File: src/sv/bps_pkg.sv
// Shared widths, register indexes, reset values and types for the
// bouncing particle step block. No dependencies.
package bps_pkg;

  localparam int unsigned VW       = 24;  // Q16.8 position / velocity
  localparam int unsigned DTW      = 24;  // Q4.20 step time
  localparam int unsigned DT_FRAC  = 20;
  localparam int unsigned ABW      = 16;  // Q1.15 absorption
  localparam int unsigned ABS_FRAC = 15;
  localparam int unsigned DIMW     = 15;
  localparam int unsigned RADW     = 14;
  localparam int unsigned PIX_FRAC = 8;
  localparam int unsigned HITS_W   = 4;

  localparam int unsigned CNT_W  = $clog2(DTW);
  localparam int unsigned PDT_W  = VW + 1 + DTW - DT_FRAC;
  localparam int unsigned PABS_W = VW + 1 + ABW + ABS_FRAC - ABW - ABW + 1;
  localparam int unsigned ABS_LO = DTW - ABW + ABS_FRAC;

  localparam int unsigned IN_TDATA_W  = ((DTW + 7) / 8) * 8;
  localparam int unsigned OUT_TDATA_W = ((4 * VW + 7) / 8) * 8;
  localparam int unsigned OUT_TUSER_W = HITS_W + 1;
  localparam int unsigned CFG_IDX_W   = 3;
  localparam int unsigned CFG_DATA_W  = 24;

  typedef enum logic [CFG_IDX_W-1:0] {
    REG_GRAVITY,
    REG_ABSORPTION,
    REG_AREA_WIDTH,
    REG_AREA_HEIGHT,
    REG_RADIUS,
    REG_START_VX,
    REG_START_VY
  } bps_reg_e;

  localparam logic signed [VW-1:0] VAL_MAX = {1'b0, {(VW-1){1'b1}}};
  localparam logic signed [VW-1:0] VAL_MIN = {1'b1, {(VW-1){1'b0}}};

  localparam logic [VW-1:0]   GRAVITY_RST    = VW'(256000);
  localparam logic [ABW-1:0]  ABSORPTION_RST = ABW'(26214);
  localparam logic [DIMW-1:0] AREA_W_RST     = DIMW'(1024);
  localparam logic [DIMW-1:0] AREA_H_RST     = DIMW'(768);
  localparam logic [RADW-1:0] RADIUS_RST     = RADW'(100);
  localparam logic [VW-1:0]   START_VX_RST   = VW'(128000);
  localparam logic [VW-1:0]   START_VY_RST   = VW'(-384000);

  localparam logic [VW-1:0] POS_X_RST = VW'({AREA_W_RST, {(PIX_FRAC-1){1'b0}}});
  localparam logic [VW-1:0] POS_Y_RST = VW'({AREA_H_RST, {(PIX_FRAC-1){1'b0}}});

  typedef struct packed {
    logic start;
    logic short_op;  // 16-bit multiplier (absorption) instead of 24-bit
  } bps_mul_req_t;

endpackage

File: src/sv/bps_ser_mul.sv
// Bit-serial signed x unsigned multiplier, one multiplier bit per cycle,
// with rounded Q16.8 results for step time and absorption. Uses bps_pkg.
module bps_ser_mul (
  input  logic                                 clk_i,
  input  logic                                 rst_ni,
  input  bps_pkg::bps_mul_req_t                req_i,
  input  logic signed [bps_pkg::VW-1:0]        mcand_i,
  input  logic        [bps_pkg::DTW-1:0]       mplier_i,
  output logic                                 done_o,
  output logic signed [bps_pkg::PDT_W-1:0]     prod_dt_o,
  output logic signed [bps_pkg::PABS_W-1:0]    prod_abs_o
);
  import bps_pkg::*;

  logic                 busy_q;
  logic                 done_q;
  logic [CNT_W-1:0]     cnt_q;
  logic signed [VW-1:0] mcand_q;
  logic signed [VW:0]   hi_q;
  logic [DTW-1:0]       lo_q;
  logic [VW+1:0]        sum;

  assign sum = {hi_q[VW], hi_q} + (lo_q[0] ? {{2{mcand_q[VW-1]}}, mcand_q} : '0);

  always_ff @(posedge clk_i or negedge rst_ni) begin
    if (!rst_ni) begin
      busy_q <= 1'b0;
      done_q <= 1'b0;
      cnt_q  <= '0;
    end else begin
      done_q <= busy_q && (cnt_q == '0);
      if (req_i.start) begin
        busy_q <= 1'b1;
        cnt_q  <= req_i.short_op ? CNT_W'(ABW - 1) : CNT_W'(DTW - 1);
      end else if (busy_q) begin
        if (cnt_q == '0) begin
          busy_q <= 1'b0;
        end else begin
          cnt_q <= cnt_q - 1'b1;
        end
      end
    end
  end

  always_ff @(posedge clk_i) begin
    if (req_i.start) begin
      mcand_q <= mcand_i;
      hi_q    <= '0;
      lo_q    <= mplier_i;
    end else if (busy_q) begin
      hi_q <= sum[VW+1:1];
      lo_q <= {sum[0], lo_q[DTW-1:1]};
    end
  end

  // round half up: drop fraction, add the first dropped bit
  assign prod_dt_o  = PDT_W'($signed({hi_q, lo_q[DTW-1:DT_FRAC]})
                             + $signed({1'b0, lo_q[DT_FRAC-1]}));
  assign prod_abs_o = PABS_W'($signed({hi_q, lo_q[DTW-1:ABS_LO]})
                              + $signed({1'b0, lo_q[ABS_LO-1]}));
  assign done_o     = done_q;

endmodule

File: src/sv/bouncing_particle_step.sv
// A restart item goes straight to the output stage; a step item moves x, moves y, adds gravity,
// then tests each wall in turn. Each product goes through one bit-serial multiplier: step_time for
// moves, step-backs and gravity, absorption when a wall is crossed; a velocity negation needs no multiply.
// One item at a time; a new item is taken while the result waits.
// Reset: asynchronous, active low; registers to defaults, particle centred, output empty.
module bouncing_particle_step (
  input  logic                                clk_i,
  input  logic                                rst_ni,
  input  logic                                s_axis_tvalid,
  output logic                                s_axis_tready,
  input  logic [bps_pkg::IN_TDATA_W-1:0]      s_axis_tdata,   // step_time
  input  logic [0:0]                          s_axis_tuser,   // restart
  output logic                                m_axis_tvalid,
  input  logic                                m_axis_tready,
  output logic [bps_pkg::OUT_TDATA_W-1:0]     m_axis_tdata,   // pos_x, pos_y, vel_x, vel_y
  output logic [bps_pkg::OUT_TUSER_W-1:0]     m_axis_tuser,   // wall_hits, saturated
  input  logic                                cfg_we_i,
  input  logic [bps_pkg::CFG_IDX_W-1:0]       cfg_idx_i,
  input  logic [bps_pkg::CFG_DATA_W-1:0]      cfg_data_i
);
  import bps_pkg::*;

  typedef enum logic [2:0] {S_IDLE, S_LOAD, S_MUL, S_CHECK, S_DONE} state_e;
  typedef enum logic [1:0] {PH_MOVE_X, PH_MOVE_Y, PH_GRAV, PH_WALL} phase_e;
  typedef enum logic [1:0] {W_TOP, W_BOTTOM, W_LEFT, W_RIGHT} wall_e;
  typedef enum logic [1:0] {HS_BACK, HS_ABS_AXIS, HS_ABS_OTHER, HS_NEG} hit_step_e;
  typedef enum logic [1:0] {OP_ADD, OP_SUB, OP_ABS, OP_NEG} op_e;
  typedef enum logic [1:0] {DST_PX, DST_PY, DST_VX, DST_VY} dst_e;

  localparam int unsigned TW   = PDT_W + 1;
  localparam int unsigned CHKW = VW + 2;
  localparam logic signed [TW-1:0] T_MAX = {{(TW-VW){1'b0}}, VAL_MAX};
  localparam logic signed [TW-1:0] T_MIN = {{(TW-VW){1'b1}}, VAL_MIN};

  // configuration
  logic [VW-1:0]   grav_q;
  logic [ABW-1:0]  absorb_q;
  logic [DIMW-1:0] area_w_q;
  logic [DIMW-1:0] area_h_q;
  logic [RADW-1:0] radius_q;
  logic [VW-1:0]   start_vx_q;
  logic [VW-1:0]   start_vy_q;

  state_e               state_q;
  phase_e               phase_q;
  wall_e                wall_q;
  hit_step_e            sub_q;
  logic [DTW-1:0]       dt_q;
  logic [HITS_W-1:0]    hits_q;
  logic                 sat_q;
  logic signed [VW-1:0] px_q, py_q, vx_q, vy_q;
  logic                 m_valid_q;
  logic [OUT_TDATA_W-1:0] m_data_q;
  logic [OUT_TUSER_W-1:0] m_user_q;

  op_e                  op;
  dst_e                 dst;
  logic signed [VW-1:0] mcand;
  logic signed [VW-1:0] dst_val;
  logic signed [TW-1:0] d_ext, t;
  logic signed [VW-1:0] res;
  logic                 clip;
  logic                 apply;
  logic                 axis_x;
  logic                 hit;
  logic signed [CHKW-1:0] pos_c, rad_c, lim_c;
  logic                 s_acc;

  bps_mul_req_t              mul_req;
  logic                      mul_done;
  logic signed [PDT_W-1:0]   prod_dt;
  logic signed [PABS_W-1:0]  prod_abs;

  bps_ser_mul u_mul (
    .clk_i      (clk_i),
    .rst_ni     (rst_ni),
    .req_i      (mul_req),
    .mcand_i    (mcand),
    .mplier_i   ((op == OP_ABS) ? DTW'(absorb_q) : dt_q),
    .done_o     (mul_done),
    .prod_dt_o  (prod_dt),
    .prod_abs_o (prod_abs)
  );

  always_ff @(posedge clk_i or negedge rst_ni) begin
    if (!rst_ni) begin
      grav_q     <= GRAVITY_RST;
      absorb_q   <= ABSORPTION_RST;
      area_w_q   <= AREA_W_RST;
      area_h_q   <= AREA_H_RST;
      radius_q   <= RADIUS_RST;
      start_vx_q <= START_VX_RST;
      start_vy_q <= START_VY_RST;
    end else if (cfg_we_i) begin
      unique case (bps_reg_e'(cfg_idx_i))
        REG_GRAVITY:     grav_q     <= cfg_data_i[VW-1:0];
        REG_ABSORPTION:  absorb_q   <= cfg_data_i[ABW-1:0];
        REG_AREA_WIDTH:  area_w_q   <= cfg_data_i[DIMW-1:0];
        REG_AREA_HEIGHT: area_h_q   <= cfg_data_i[DIMW-1:0];
        REG_RADIUS:      radius_q   <= cfg_data_i[RADW-1:0];
        REG_START_VX:    start_vx_q <= cfg_data_i[VW-1:0];
        REG_START_VY:    start_vy_q <= cfg_data_i[VW-1:0];
        default: ;
      endcase
    end
  end

  // operation decode
  assign axis_x = wall_q[1];

  always_comb begin
    op    = OP_ADD;
    dst   = DST_PX;
    mcand = vx_q;
    unique case (phase_q)
      PH_MOVE_X: begin
        dst   = DST_PX;
        mcand = vx_q;
      end
      PH_MOVE_Y: begin
        dst   = DST_PY;
        mcand = vy_q;
      end
      PH_GRAV: begin
        dst   = DST_VY;
        mcand = $signed(grav_q);
      end
      PH_WALL: begin
        unique case (sub_q)
          HS_BACK: begin
            op    = OP_SUB;
            dst   = axis_x ? DST_PX : DST_PY;
            mcand = axis_x ? vx_q : vy_q;
          end
          HS_ABS_AXIS: begin
            op    = OP_ABS;
            dst   = axis_x ? DST_VX : DST_VY;
            mcand = axis_x ? vx_q : vy_q;
          end
          HS_ABS_OTHER: begin
            op    = OP_ABS;
            dst   = axis_x ? DST_VY : DST_VX;
            mcand = axis_x ? vy_q : vx_q;
          end
          HS_NEG: begin
            op    = OP_NEG;
            dst   = axis_x ? DST_VX : DST_VY;
            mcand = axis_x ? vx_q : vy_q;
          end
          default: ;
        endcase
      end
      default: ;
    endcase
  end

  // saturating combine
  always_comb begin
    unique case (dst)
      DST_PX:  dst_val = px_q;
      DST_PY:  dst_val = py_q;
      DST_VX:  dst_val = vx_q;
      DST_VY:  dst_val = vy_q;
      default: dst_val = px_q;
    endcase
    d_ext = {{(TW-VW){dst_val[VW-1]}}, dst_val};
    unique case (op)
      OP_ADD:  t = d_ext + {prod_dt[PDT_W-1], prod_dt};
      OP_SUB:  t = d_ext - {prod_dt[PDT_W-1], prod_dt};
      OP_ABS:  t = {{(TW-PABS_W){prod_abs[PABS_W-1]}}, prod_abs};
      OP_NEG:  t = -d_ext;
      default: t = d_ext;
    endcase
    clip = 1'b0;
    res  = t[VW-1:0];
    if (t > T_MAX) begin
      clip = 1'b1;
      res  = VAL_MAX;
    end else if (t < T_MIN) begin
      clip = 1'b1;
      res  = VAL_MIN;
    end
  end

  // wall test, exact
  always_comb begin
    pos_c = axis_x ? {{2{px_q[VW-1]}}, px_q} : {{2{py_q[VW-1]}}, py_q};
    rad_c = CHKW'({radius_q, {PIX_FRAC{1'b0}}});
    lim_c = axis_x ? CHKW'({area_w_q, {PIX_FRAC{1'b0}}})
                   : CHKW'({area_h_q, {PIX_FRAC{1'b0}}});
    hit   = wall_q[0] ? ((pos_c + rad_c) > lim_c) : (pos_c < rad_c);
  end

  assign apply = ((state_q == S_MUL) && mul_done) || ((state_q == S_LOAD) && (op == OP_NEG));
  assign mul_req.start    = (state_q == S_LOAD) && (op != OP_NEG);
  assign mul_req.short_op = (op == OP_ABS);
  assign s_acc = s_axis_tvalid && s_axis_tready;

  always_ff @(posedge clk_i or negedge rst_ni) begin
    if (!rst_ni) begin
      state_q   <= S_IDLE;
      phase_q   <= PH_MOVE_X;
      wall_q    <= W_TOP;
      sub_q     <= HS_BACK;
      dt_q      <= '0;
      hits_q    <= '0;
      sat_q     <= 1'b0;
      px_q      <= POS_X_RST;
      py_q      <= POS_Y_RST;
      vx_q      <= START_VX_RST;
      vy_q      <= START_VY_RST;
      m_valid_q <= 1'b0;
      m_data_q  <= '0;
      m_user_q  <= '0;
    end else begin
      if (m_axis_tready && (state_q != S_DONE)) begin
        m_valid_q <= 1'b0;
      end
      if (apply) begin
        unique case (dst)
          DST_PX:  px_q <= res;
          DST_PY:  py_q <= res;
          DST_VX:  vx_q <= res;
          DST_VY:  vy_q <= res;
          default: ;
        endcase
        sat_q <= sat_q | clip;
        unique case (phase_q)
          PH_MOVE_X: begin
            phase_q <= PH_MOVE_Y;
            state_q <= S_LOAD;
          end
          PH_MOVE_Y: begin
            phase_q <= PH_GRAV;
            state_q <= S_LOAD;
          end
          PH_GRAV: begin
            phase_q <= PH_WALL;
            wall_q  <= W_TOP;
            state_q <= S_CHECK;
          end
          PH_WALL: begin
            if (sub_q == HS_NEG) begin
              if (wall_q == W_RIGHT) begin
                state_q <= S_DONE;
              end else begin
                wall_q  <= wall_e'(wall_q + 1'b1);
                state_q <= S_CHECK;
              end
            end else begin
              sub_q   <= hit_step_e'(sub_q + 1'b1);
              state_q <= S_LOAD;
            end
          end
          default: ;
        endcase
      end
      unique case (state_q)
        S_IDLE: begin
          if (s_acc) begin
            hits_q <= '0;
            sat_q  <= 1'b0;
            if (s_axis_tuser[0]) begin
              px_q    <= VW'({area_w_q, {(PIX_FRAC-1){1'b0}}});
              py_q    <= VW'({area_h_q, {(PIX_FRAC-1){1'b0}}});
              vx_q    <= start_vx_q;
              vy_q    <= start_vy_q;
              state_q <= S_DONE;
            end else begin
              dt_q    <= s_axis_tdata[DTW-1:0];
              phase_q <= PH_MOVE_X;
              state_q <= S_LOAD;
            end
          end
        end
        S_LOAD: begin
          if (op != OP_NEG) begin
            state_q <= S_MUL;
          end
        end
        S_MUL: ;
        S_CHECK: begin
          if (hit) begin
            hits_q[wall_q] <= 1'b1;
            sub_q          <= HS_BACK;
            state_q        <= S_LOAD;
          end else if (wall_q == W_RIGHT) begin
            state_q <= S_DONE;
          end else begin
            wall_q <= wall_e'(wall_q + 1'b1);
          end
        end
        S_DONE: begin
          if (!m_valid_q || m_axis_tready) begin
            m_data_q  <= {vy_q, vx_q, py_q, px_q};
            m_user_q  <= {sat_q, hits_q};
            m_valid_q <= 1'b1;
            state_q   <= S_IDLE;
          end
        end
        default: state_q <= S_IDLE;
      endcase
    end
  end

  assign s_axis_tready = (state_q == S_IDLE);
  assign m_axis_tvalid = m_valid_q;
  assign m_axis_tdata  = m_data_q;
  assign m_axis_tuser  = m_user_q;

endmodule

File: config.mk
export PLATFORM = sky130hd
export DESIGN_NAME = bouncing_particle_step
export DESIGN_NICKNAME = d
export VERILOG_FILES = /design/src/sv/bps_pkg.sv /design/src/sv/bps_ser_mul.sv /design/src/sv/bouncing_particle_step.sv
export SDC_FILE = /design/constraint.sdc
export NUM_CORES = 1
export LEC_CHECK = 0
export BUFFER_PORTS_ARGS = -buffer_cell sky130_fd_sc_hd__buf_2
export CAP_MARGIN = 10
export CELL_PAD_IN_SITES_DETAIL_PLACEMENT = 0
export CELL_PAD_IN_SITES_GLOBAL_PLACEMENT = 1
export CORE_UTILIZATION = 35
export DETAILED_ROUTE_END_ITERATION = 10
export PLACE_DENSITY_LB_ADDON = 0.25
export SYNTH_ARGS = -nofsm -noshare
export SYNTH_HDL_FRONTEND = slang
export SYNTH_HIERARCHICAL = 1
export SYNTH_SLANG_ARGS = --single-unit
File: constraint.sdc
create_clock -name clk_i -period 5.9 [get_ports clk_i]
set_clock_uncertainty 0.1 [all_clocks]
set_input_delay 0.885 -clock clk_i [delete_from_list [all_inputs] [get_ports clk_i]]
set_output_delay 0.885 -clock clk_i [all_outputs]
set_load 0.01 [all_outputs]
# Word level (Yosys, flattened, before mapping)
# Cells that the tools add are included.
# totals
latch_bits	0
ramBits	0
n_memories	0
rom_bits	0
out_inout_bits	103
reg_bits	448
# classes
bitwise	3
order_cmp	6
multipliers	0
mux	90
n_div	0
shift	0
eq_ne	28
n_addsub	10
reduce_logical	34
# op_table
cell	n
24-bit 2-to-1 mux	27
24-bit one-hot mux with 4 select lines	2
30-bit one-hot mux with 4 select lines	1
26-bit 2-to-1 mux	2
24-bit one-hot mux with 2 select lines	1
2-bit 2-to-1 mux	16
24-bit by 29-bit adder with 30-bit output	1
30-bit by 24-bit greater-than comparator with 1-bit output (second input constant)	1
30-bit by 24-bit < comparator with 1-bit output (second input constant)	1
24-bit negation with 30-bit output	1
24-bit by 29-bit subtractor with 30-bit output	1
29-bit by 2-bit adder with 29-bit output	1
3-bit 2-to-1 mux	9
26-bit by 23-bit adder with 26-bit output	1
26-bit adder	1
26-bit by 24-bit greater-than comparator with 1-bit output	1
26-bit by 23-bit < comparator with 1-bit output	1
25-bit by 2-bit adder with 25-bit output	1
23-bit 2-to-1 mux	1
5-bit 2-to-1 mux	4
2-bit equality test (second input constant)	9
2-bit one-hot mux with 3 select lines	3
2-bit AND reduction	9
1-bit 2-to-1 mux	16
31 further kinds	60

# Depth between registers and ports, before layout
# logic_depth
depth_word	16
ltp_mapped	28
ltp_nobuf	25

# Hierarchy
# The synthesis kept the hierarchy.
# modules_own_cells
mod	area_per_inst_um2	seq_area_each_um2	cells_each	instances
bouncing_particle_step	21469.3	9272.6	2051	1
bps_ser_mul	5455.2	2117.0	572	1

# Worst setup path before layout
# Ideal clock, no wire load.
# synth_timing
kind	reg2reg
start	register u_mul.lo_q[22]
end	register px_q[9]
setup_slack_ps	266
path_stages_with_launch	25
synth_period_minus_slack_ps	5634
t_arrival_ps	5397
setup_time_ps	137
cell_sequence	edfxtp_1 > ha_1 > and3_1 > and2_1 > nand3_1 > xnor2_1 > or4_1 > nor4_1 > nor2b_1 > nand2_1 > o41ai_1 > xor2_1 > ha_1 > o211ai_1 > nor2_1 > a221oi_1 > nand2b_1 > a211oi_1 > xnor2_1 > a31o_2 > a31o_1 > buf_2 > buf_4 > a21oi_1 > a21oi_1
# synth_via
elab_chain_cells	11
# synth_rtl
item	line_no	text
start, declared	bps_ser_mul.sv:20	logic [DTW-1:0] lo_q;
start signal, assigned	bps_ser_mul.sv:49	lo_q <= mplier_i;
start signal, assigned	bps_ser_mul.sv:52	lo_q <= {sum[0], lo_q[DTW-1:1]};
29-bit by 2-bit adder with 29-bit output (*)	bps_ser_mul.sv:58	+ $signed({1'b0, lo_q[DT_FRAC-1]}));
net prod_dt[8]	bouncing_particle_step.sv:71	logic signed [PDT_W-1:0] prod_dt;
24-bit by 29-bit subtractor with 30-bit output / 24-bit by 29-bit adder with 30-bit output (equally long branches)	bouncing_particle_step.sv:169, bouncing_particle_step.sv:168	
30-bit one-hot mux with 4 select lines (*)	bouncing_particle_step.sv:167	unique case (op)
30-bit by 24-bit < comparator with 1-bit output	bouncing_particle_step.sv:179	end else if (t < T_MIN) begin
24-bit 2-to-1 mux	bouncing_particle_step.sv:179	
24-bit 2-to-1 mux (*)	bouncing_particle_step.sv:176	if (t > T_MAX) begin
24-bit 2-to-1 mux (*)	bouncing_particle_step.sv:220	unique case (dst)
24-bit 2-to-1 mux (*)	bouncing_particle_step.sv:219	if (apply) begin
24-bit 2-to-1 mux	bouncing_particle_step.sv:263	if (s_axis_tuser[0]) begin
24-bit 2-to-1 mux	bouncing_particle_step.sv:260	if (s_acc) begin
24-bit 2-to-1 mux (*)	bouncing_particle_step.sv:258	unique case (state_q)
end signal, assigned	bouncing_particle_step.sv:221	DST_PX: px_q <= res;
end signal, assigned	bouncing_particle_step.sv:264	px_q <= VW'({area_w_q, {(PIX_FRAC-1){1'b0}}});
end, declared	bouncing_particle_step.sv:51	logic signed [VW-1:0] px_q, py_q, vx_q, vy_q;
# The timed path passes the listed nets; every way through them passes the cells marked *.
# A chain may end at the register's enable or synchronous reset.

# Worst setup path in the final report
# layout_timing
start	register u_mul.lo_q[23]
end	register vx_q[17]
# layout_via
elab_chain_cells	11
# layout_rtl
item	line_no	text
29-bit by 2-bit adder with 29-bit output (*)	bps_ser_mul.sv:58	
net prod_dt[20]	bouncing_particle_step.sv:71	
24-bit by 29-bit subtractor with 30-bit output / 24-bit by 29-bit adder with 30-bit output (equally long branches)	bouncing_particle_step.sv:169, bouncing_particle_step.sv:168	
30-bit one-hot mux with 4 select lines (*)	bouncing_particle_step.sv:167	
30-bit by 24-bit < comparator with 1-bit output	bouncing_particle_step.sv:179	
24-bit 2-to-1 mux	bouncing_particle_step.sv:179	
24-bit 2-to-1 mux (*)	bouncing_particle_step.sv:176	
24-bit 2-to-1 mux (*)	bouncing_particle_step.sv:220	
24-bit 2-to-1 mux (*)	bouncing_particle_step.sv:219	
24-bit 2-to-1 mux	bouncing_particle_step.sv:263	
24-bit 2-to-1 mux	bouncing_particle_step.sv:260	
24-bit 2-to-1 mux (*)	bouncing_particle_step.sv:258	
end signal, assigned	bouncing_particle_step.sv:223	DST_VX: vx_q <= res;
end signal, assigned	bouncing_particle_step.sv:266	vx_q <= start_vx_q;
end, declared	bouncing_particle_step.sv:51	
# Marked as above.

==> results.md <==
- CTS buffer count: 52
- Layout cells sized above 1: 31.1%
- Chip Height: 279 um
- Slowest-stage cell, CP: or4_1
- Syn_nets: 2798
- Least-Margin Pin Slew: around 1.2 ns
- CTS Buffer Depth: 3
- HPWL after DPL: 75100 um
- Outcome: completed
- # clock sinks: 448
- Worst Hold Class: input port to async pin
- CP Buf/Inv Count: 2
- Ys Warns: 6
- Post-Route Utilization: 42.2%
- Crit path max-delay family: simple AND/OR/NAND/NOR gates
- Vias: 22097
- Max-slew headroom: 19.0%
- Setup-failing EPs final: 0
- Max reg flops: 96
- Clock Root Buffer: clkbuf_16
- Fin Setup TNS: 0 ns
- Diode count: 0
- Startpoint types: flop
- Initial DRC Count: 1850
- CP peak stage delay: around 0.59 ns
- Port bufs: 159
- Cell count after synthesis: around 2600
- Avg Inst Size Synth: 10.3 um^2
- Worst Path Max Fanout: 7
- Crit path cell chain: ha_4 > nand4_1 > nor4_4 > nor3b_4 > nand2_1 > xnor2_1 > or4_1 > nor4_4 > nand4b_1 > o21ai_1 > xor2_1 > ha_1 > a2111oi_2 > nand2_1 > o31ai_1 > o21bai_1 > mux2i_1 > a31o_2 > a31o_4 > buf_12 > o21ai_1 > buf_4 > a21oi_1
- Worst VDD drop: 0.000284 V
- Tmin final: 5.71 ns
- Cell row count: 101
- Data arrival time of the worst path: 6.09 ns
- Nets@finish: 3020
- Seq cells post-synth: 448
- Pwr per Cell Area: 651 mW/mm^2
- Tot Pwr: 0.0209 W
- Max Freq: 0.175 GHz
- Post-synth EDFFs: 48
- Die outline width: 279 um
- Final ANT Viol Nets: 0
- DR DRC count: 0
- CTS tree: yes
- Worst Path Required: between 6 and 7 ns
- Setup slack after layout: 0.193 ns
- Wire per inst: 25.4 um
- Core Box Area: 0.0761 mm^2
- Hold Buf Count CTS: 0
- Critical path endpoint category: flop
- Sequential-to-total area share from yosys stat: 42.3%
- I/O pin count: 160
- FFs w/ async S/R, synth: 83.7%
- Hold_ws: 0.175 ns
- Mapped cell area: 0.0269 mm^2
- Pins Over Slew Limit: 0
- Crit Path Class: flop to flop
- Pleak: roughly 14 nW
- Max-cap viol count: 0
- Library cells used by synthesis: 100
- Final period util: 96.7%
- Iteration count of the initial detailed-routing pass: 6
- Final hold violations: 0
- Vias in the first global route: 22000
- Reg clk slew, reported paths: 0.06 ns
- Largest net degree at the start of global routing: 142
- Number of antenna violations at the first check in global routing: 7
- Top FF cell, synth: dfrtp_1
- Grt ovf: 0
- WL final: 99700 um
- Vias per cell: 5.64
- Die ar.: 0.0780 mm^2
- GRT Total Usage: 25.2%
- H-tree Lvls: 2
- GPL Wtd Cong: 0.933
- First-pass GRT wire length: 147000 um
- Initial Util: between 30% and 40%
- DP Worst Slack: -0.0489 ns
- Clock Latency Late Sink: 0.63 ns
- P&R area growth vs syn: 19.2%
-- per-layer routing --
metal / GRT usage (%) / part of all wire (%) / vias to the layer above
met2: 41.7 / 48 / 656
met3: 3.49 / 5.0 / 153
met4: 8.13 / 3.3 / 0
met5: 0 / 0 / -
li1: - / - / 10092
met1: 33.8 / 44 / 11196
-- cells in the final DEF, fill, tap and decap left out, types with 55 or more instances in the layout --
cell type	count
mux2_2	322
mux2i_1	58
inv_1	73
a21oi_1	193
buf_4	146
buf_2	158
xnor2_1	88
o21ai_0	104
nor2_1	144
o22ai_1	88
xor2_1	56
ha_1	110
dfrtp_1	321
clkbuf_16	55
nand2_1	150
-- power by group --
group | leakage (nW) | switching [W] | total [W] | internal, W
logic | 7.62 | 0.00681 | 0.0117 | 0.00486
clock network | 0.900 | 0.00141 | 0.00346 | 0.00206
registers | 5.15 | 0.00133 | 0.00575 | 0.00441
total | 13.7 | 0.00955 | 0.0209 | 0.0113
-- synthesized netlist by cell type (57+ instances only) --
master,number,share of area [%]
xor2_1,57,1.9
o22ai_1,88,2.0
clkbuf_1,108,1.5
dfrtp_1,324,30
xnor2_1,90,2.9
nand2_1,151,2.1
nor2_1,150,2.1
ha_1,115,5.3
a21oi_1,210,3.9
mux2i_1,59,2.2
o21ai_0,112,2.1
inv_1,73,1.0
mux2_2,322,13
-- worst paths after layout --
| kind | start | depth (start not counted) | endpoint | slack [ns] |
|---|---|---|---|---|
| worst max-delay path | u_mul/lo_q[23]$_DFFE_PP_ | 23 | vx_q[17]$_DFF_PN0_ | 0.19 |
| worst min-delay path | rst_ni | 1 | dt_q[10]$_DFFE_PN0P_ | 0.17 |
| worst max register to register | u_mul/lo_q[23]$_DFFE_PP_ | 23 | vx_q[17]$_DFF_PN0_ | 0.19 |
| worst min register to register | m_axis_tdata[88]$_DFFE_PN0P_ | 2 | m_axis_tdata[88]$_DFFE_PN0P_ | 0.38 |
| max in group asynchronous | rst_ni | 2 | wall_q[1]$_DFF_PN0_ | 4.11 |
| min in group clk_i | m_axis_tdata[88]$_DFFE_PN0P_ | 2 | m_axis_tdata[88]$_DFFE_PN0P_ | 0.38 |
-- area by class of cell --
class | instances | area, um^2
fillers | 7485 | 44000
clock buffers | 70 | 1490
multi-input cells | 1950 | 15100
clock inverters | 28 | 375
flip-flops and latches | 448 | 11400
inverters | 74 | 278
well taps | 1030 | 1290
repair buffers | 319 | 2170
-- kinds of logic (layout without fill, tap and decap cells) --
group,Yosys count,after routing,share of synthesized area (%)
simple gates,613,613,11.7
buf+inv,225,491,3.40
compound gates,688,688,16.4
mux,383,383,15.8
fa+ha+maj,118,118,5.57
flops,448,448,42.3
xor+xnor,148,148,4.84
-- metrics by stage --
stage / cell area (um^2) / std cells
5_1_grt: 32100 / 3919
3_5_place_dp: 29700 / 3812
3_3_place_gp: 29700 / 3812
2_1_floorplan: 26900 / 2623
6_report: 32100 / 3919
4_1_cts: 31600 / 3910
-- repair_timing --
action | CTS | global route
endpoints found under the setup margin | 76 | 96
resized for setup | 3 | 94
buffers inserted | 0 | 7
pin swaps | 0 | 38
gates cloned | 0 | 3
Note: power is estimated with default switching activity, not from simulation.
